$ cat src/sv/sbmd_pkg.sv
// Package for the stereo block-matching depth unit.
// Holds the controller/datapath command and status structs and register codes.
// Depends on nothing.
`timescale 1ns / 1ps
`default_nettype none
package sbmd_pkg;

	typedef logic signed [11:0] coord_t;

	localparam logic [2:0] REG_IMAGE_WIDTH   = 3'd0;
	localparam logic [2:0] REG_IMAGE_HEIGHT  = 3'd1;
	localparam logic [2:0] REG_FEATURE_HALF_W = 3'd2;
	localparam logic [2:0] REG_FEATURE_HALF_H = 3'd3;
	localparam logic [2:0] REG_MAX_DISP      = 3'd4;

	localparam logic OP_LOAD    = 1'b0;
	localparam logic OP_COMPUTE = 1'b1;

	typedef struct packed {
		logic load;
		logic start;
		logic cand_init;
		logic box_step;
		logic disp_step;
		logic update;
		logic sqrt_init;
		logic sqrt_step;
		logic result;
	} cmd_t;

	typedef struct packed {
		logic border;
		logic fits;
		logic box_last;
		logic disp_last;
		logic pipe_busy;
		logic sqrt_last;
	} stat_t;

endpackage
`default_nettype wire

$ cat src/sv/sbmd_ctrl.sv
// Controller of the stereo block-matching depth unit: sequences loads, the
// displacement and box loops, the square root and the result handshake. Depends on sbmd_pkg.
`timescale 1ns / 1ps
`default_nettype none
module sbmd_ctrl (
	input  wire logic           clk,
	input  wire logic           arst_n,
	input  wire logic           in_valid,
	output logic                in_stall,
	input  wire logic           op,
	output logic                out_valid,
	input  wire logic           out_stall,
	output sbmd_pkg::cmd_t      cmd,
	input  wire sbmd_pkg::stat_t stat
);
	import sbmd_pkg::*;

	localparam logic [3:0] ST_IDLE  = 4'd0;
	localparam logic [3:0] ST_CHECK = 4'd1;
	localparam logic [3:0] ST_CAND  = 4'd2;
	localparam logic [3:0] ST_BOX   = 4'd3;
	localparam logic [3:0] ST_DRAIN = 4'd4;
	localparam logic [3:0] ST_NEXT  = 4'd5;
	localparam logic [3:0] ST_FIN   = 4'd6;
	localparam logic [3:0] ST_SQRT  = 4'd7;
	localparam logic [3:0] ST_RES   = 4'd8;

	logic [3:0] state_q, state_d;
	logic out_valid_q;
	logic in_acc, can_load;

	assign in_stall = (state_q != ST_IDLE);
	assign in_acc = in_valid && !in_stall;
	assign can_load = !out_valid_q || !out_stall;
	assign out_valid = out_valid_q;

	always_comb begin
		cmd = '0;
		state_d = state_q;
		unique case (state_q)
			ST_IDLE: begin
				if (in_acc) begin
					if (op == OP_COMPUTE) begin
						cmd.start = 1'b1;
						state_d = ST_CHECK;
					end else begin
						cmd.load = 1'b1;
					end
				end
			end
			ST_CHECK: state_d = stat.border ? ST_FIN : ST_CAND;
			ST_CAND: begin
				if (stat.fits) begin
					cmd.cand_init = 1'b1;
					state_d = ST_BOX;
				end else begin
					state_d = ST_NEXT;
				end
			end
			ST_BOX: begin
				cmd.box_step = 1'b1;
				if (stat.box_last) state_d = ST_DRAIN;
			end
			ST_DRAIN: begin
				if (!stat.pipe_busy) begin
					cmd.update = 1'b1;
					state_d = ST_NEXT;
				end
			end
			ST_NEXT: begin
				if (stat.disp_last) begin
					state_d = ST_FIN;
				end else begin
					cmd.disp_step = 1'b1;
					state_d = ST_CAND;
				end
			end
			ST_FIN: begin
				cmd.sqrt_init = 1'b1;
				state_d = ST_SQRT;
			end
			ST_SQRT: begin
				cmd.sqrt_step = 1'b1;
				if (stat.sqrt_last) state_d = ST_RES;
			end
			ST_RES: begin
				if (can_load) begin
					cmd.result = 1'b1;
					state_d = ST_IDLE;
				end
			end
			default: state_d = ST_IDLE;
		endcase
	end

	always_ff @(posedge clk or negedge arst_n) begin
		if (!arst_n) begin
			state_q <= ST_IDLE;
			out_valid_q <= 1'b0;
		end else begin
			state_q <= state_d;
			if (cmd.result) out_valid_q <= 1'b1;
			else if (!out_stall) out_valid_q <= 1'b0;
		end
	end

	a_update_drained: assert property (@(posedge clk) disable iff (!arst_n)
		cmd.update |-> !stat.pipe_busy) else $error("candidate compared before sum finished");
	a_result_slot: assert property (@(posedge clk) disable iff (!arst_n)
		cmd.result |-> !(out_valid_q && out_stall)) else $error("result overwrote pending output");
	a_compute_starts: assert property (@(posedge clk) disable iff (!arst_n)
		(in_acc && op == OP_COMPUTE) |=> (state_q == ST_CHECK)) else $error("compute not started");
	a_busy_stalls: assert property (@(posedge clk) disable iff (!arst_n)
		(state_q != ST_IDLE) |-> in_stall) else $error("input taken while busy");

endmodule
`default_nettype wire

$ cat config.mk
export PLATFORM = sky130hd
export DESIGN_NAME = sbmd_ctrl
export DESIGN_NICKNAME = d
export VERILOG_FILES = /design/src/sv/sbmd_pkg.sv /design/src/sv/sbmd_ctrl.sv
export SDC_FILE = /design/constraint.sdc
export NUM_CORES = 1
export LEC_CHECK = 0
export ABC_AREA = 0
export BUFFER_PORTS_ARGS = -buffer_cell sky130_fd_sc_hd__buf_4
export CELL_PAD_IN_SITES_DETAIL_PLACEMENT = 1
export CELL_PAD_IN_SITES_GLOBAL_PLACEMENT = 1
export CORE_UTILIZATION = 30
export CTS_BUF_LIST = sky130_fd_sc_hd__clkbuf_16
export CTS_CLUSTER_DIAMETER = 60
export CTS_CLUSTER_SIZE = 8
export DETAILED_ROUTE_END_ITERATION = 16
export PLACE_DENSITY = 0.81
export SYNTH_ARGS = -nofsm -noshare
export SYNTH_HDL_FRONTEND = slang
export SYNTH_SLANG_ARGS = --single-unit
$ cat constraint.sdc
create_clock -name clk -period 4.47 [get_ports clk]
set_clock_uncertainty 0.05 [all_clocks]
set_input_delay 0.894 -clock clk [delete_from_list [all_inputs] [get_ports clk]]
set_output_delay 0.894 -clock clk [all_outputs]
set_load 0.02 [all_outputs]
Word-level counts from Yosys, hierarchy flattened
Index checks and enable logic that the tools add are counted.
{"block": "totals", "ff_bits": 5, "inputBits": 11, "output_inout_bits": 11, "wordCells": 52}
{"block": "classes", "eq_ne": 15, "mux": 27, "reduce_logical": 8}
{"operator": "one-hot mux 4 bit (9 select lines)", "count": 1}
{"operator": "2-to-1 mux 4 bit", "count": 6}
{"operator": "== test 4 x 3 -> 1 bit (second input constant)", "count": 4}
{"operator": "2-to-1 mux 1 bit", "count": 15}
{"operator": "inequality test 2 bit (second input constant)", "count": 6}
{"operator": "2-to-1 mux 3 bit", "count": 3}
{"operator": "== test 4 x 2 -> 1 bit (second input constant)", "count": 2}
{"operator": "AND reduction 6 bit", "count": 1}
{"operator": "== test 4 x 1 -> 1 bit (second input constant)", "count": 1}
{"operator": "== test 4 bit (second input constant)", "count": 1}
{"operator": "zero test 4 bit", "count": 1}
{"operator": "2-to-1 mux 2 bit", "count": 2}
{"operator": "nonzero test 4 bit", "count": 1}
{"operator": "zero test 1 bit", "count": 3}
{"operator": "inequality test 2 x 1 -> 1 bit (second input constant)", "count": 1}
{"operator": "logical AND 1 bit", "count": 1}
{"operator": "logical OR 1 bit", "count": 1}

Logic depth before layout (Yosys ltp)
{"block": "depth", "ltp_word": 5, "depth_mapped": 5, "mapped_depth_nobuf": 4}

Least setup slack after synthesis
Ideal clock, no wire load.
{"block": "synth_timing", "kind": "input port to output port", "startpoint": "input stat[1] in the netlist's numbering", "endpoint": "output cmd[3] in the netlist's numbering", "arrival_ns": 1.568, "required_time_ns": 3.526, "setup_slack_ns": 1.958, "cell_stages": 1, "path_buffers": 0, "cell_sequence": "nor4_1"}
{"block": "synth_via", "elab_chain_len": 2}
{"item": "start: declaration", "line": "sbmd_ctrl.sv:14", "rtl": "input wire sbmd_pkg::stat_t stat"}
{"item": "2-to-1 mux 1 bit", "line": "sbmd_ctrl.sv:65", "rtl": "if (!stat.pipe_busy) begin"}
{"item": "2-to-1 mux 1 bit", "line": "sbmd_ctrl.sv:40", "rtl": "unique case (state_q)"}
{"item": "end: declaration", "line": "sbmd_ctrl.sv:13", "rtl": "output sbmd_pkg::cmd_t cmd,"}
Every way passes these cells.

==> qor.csv <==
metric;value;unit
outcome;finished clean;
dp_slack;2.06;ns
post-route-period-util;57.7;%
r2r_slack;2.77;ns
yosys_warnings;0;
hold_buffers;0;
final_max_slew_viol_count;0;
setup_tns;0;ns
synth_top_area_cell;dfrtp_1;
port_buffers;21;
drc;0;
io_pins;22;
worstSetupEndpoint;cmd[7];
yosysTopAreaCellShare;30.4;%
regArea;125;µm²
wl_per_cell;13.6;µm
hold_class;primary input to asynchronous set/reset pin;
antenna_found_initial;0;
fill_cells;154;
final_cells;84;
grt_usage;18.6;%
cts_tree;yes;
cts_max_path_buffers;2;
cts_buffers;3;
cts_max_level;1;
worst_slack;1.89;ns
rsz0062_at_grt;false;
vias;445;
final_common_cell;buf_4;
whs;0.409;ns
cp_data_required_time;3.53;ns
die_h;39.0;µm
hpwl;790;µm
finalCriticalPeriod;2.58;ns
cts_root_buf;clkbuf_16;
syn_area;412;µm²
worst_pin_slew;0.529;ns
grt_pass1_vias;394;
arrival;1.63;ns
critPathKind;flip-flop to primary output;
slowest_delay;0.55;ns
rows;12;
grt_pass1_wl;1.77;mm
dp_cells;80;
final_cell_mix;buf_4 (21), nor2_1 (7), dfrtp_1 (5);
ir_drop;348;µV
r2r-end;state_q[2]$_DFFE_PN0P_;
fin_area;633;µm²
setup_viol;0;
clk_pin_slew_worst_paths;0.03;ns
maxCapViolations;0;
drive_above_1_share;40.0;%
cts_resized;0;
globalplace.congestion;0.769;
hold_violations;0;
wl;1.14;mm
total_leakage_power;0.000311;µW
avgViaCountPerCell;5.30;
ys_seq_area_share;30.4;%
final_nets;82;
yosys_register_bits;5;
post_cts.repair.setup_buffers;0;
worstSetupEndpointType;primary output;
rr_worst_depth;4;
fp.dieW;39.0;µm
start_util;34.7;%
path_cells;nor4_1, and3_2, buf_4;
startpoint;state_q[1]$_DFFE_PN0P_;
powerDensity;770;mW/mm²
clock_latency;0.23;ns
ys_types;23;
crit_buf_inv;1;
yosys-top-cells-area;dfrtp_1 (30%), nor2_1 (6.4%), buf_6 (5.5%);
multiInputGateArea;243;µm²
critPathLaunchType;flip-flop;
postRouteAntennaNets;0;
area_growth;53.8;%
grt_max_degree;12;
fmax;388;MHz
cp_max_fo;11;
gr-total-overflow;0;
num_antenna_cells;0;
cts_sinks;5;
syn_inst;49;
core;0.00119;mm²
first_pass_iters;1;
dieArea;0.00152;mm²
post_dp_cell_area;554;µm²
cp_num_cells;3;
slew_headroom;64.4;%
syn_nets;60;
rr_startpoint;state_q[1]$_DFFE_PN0P_;
drt-initial-drc-count;0;
critPathSlowestCell;nor4_1;
cpLargestDelayFamily;simple AND/OR/NAND/NOR gates;
syn_avg_cell_area;8.40;µm²
how the worst min path moves through the flow:
| stage | start | to | cells after the start |
|---|---|---|---|
| 2_1_floorplan | state_q[3]$_DFFE_PN0P_ | state_q[0]$_DFFE_PN0P_ | 2 |
| 3_3_place_gp | out_valid$_DFFE_PN0P_ | out_valid$_DFFE_PN0P_ | 2 |
| 3_5_place_dp | out_valid$_DFFE_PN0P_ | out_valid$_DFFE_PN0P_ | 2 |
| 4_1_cts | arst_n | out_valid$_DFFE_PN0P_ | 1 |
| 5_1_grt | arst_n | state_q[1]$_DFFE_PN0P_ | 1 |
| 6_report | arst_n | state_q[3]$_DFFE_PN0P_ | 1 |
cells by family (layout without fill, tap and decap cells):
family,Yosys count,after routing,share of synthesized area [%]
and+or+nand+nor,27,27,40.4
AOI/OAI and AO/OA,8,8,12.5
muxes,2,2,6.08
DFF,5,5,30.4
buffers and inverters,7,28,10.6
per-stage QoR:
step | power, µW | util (%)
global placement | 331 | 46.7
CTS | 492 | 53.4
floorplan | 281 | -
detailed placement | 335 | 46.7
global route | 519 | 53.4
finish | 487 | 53.4
layout make-up:
type / instances / share of cell area, %
Multi-Input combinational cell: 37 / 38.3
Timing Repair Buffer: 21 / 24.9
Sequential cell: 5 / 19.8
Clock buffer: 3 / 11.9
Tap cell: 14 / 2.77
Inverter: 3 / 1.78
Clock inverter: 1 / 0.593
report_power, final:
| group | switching [µW] | total, µW | internal (µW) |
|---|---|---|---|
| Sequential | 46.5 | 112 | 65.2 |
| Clock | 31.1 | 147 | 116 |
| Combinational | 126 | 228 | 103 |
| Total | 203 | 487 | 284 |
cell usage after synthesis:
| library cell | n |
|---|---|
| nor4_1 | 3 |
| o22a_1 | 1 |
| or3_4 | 1 |
| mux2_4 | 1 |
| nand3_1 | 1 |
| inv_1 | 3 |
| a21oi_1 | 4 |
| nand2_1 | 4 |
| buf_2 | 2 |
| and4_1 | 1 |
| dfrtp_1 | 5 |
| and3_2 | 1 |
| and2_0 | 1 |
| nand4b_1 | 1 |
| nor2_1 | 7 |
| nor3b_1 | 1 |
| nor3_1 | 1 |
| nand4_1 | 1 |
| mux2i_1 | 1 |
| nand4_4 | 1 |
| nand2b_1 | 3 |
| buf_6 | 2 |
| o31ai_1 | 3 |
routing by layer:
layer | up-vias | global-route usage, % | wire length, µm
li1 | 218 | - | -
met1 | 207 | 19.9 | 444
met2 | 18 | 32.1 | 620
met3 | 2 | 6.94 | 64
met4 | 0 | 7.76 | 10
met5 | - | 0 | 0
flip-flops by register name, indices dropped and copies added, names as in the netlist:
name	count
out_valid	1
state_q	4
(Power assumes the default switching activity.)
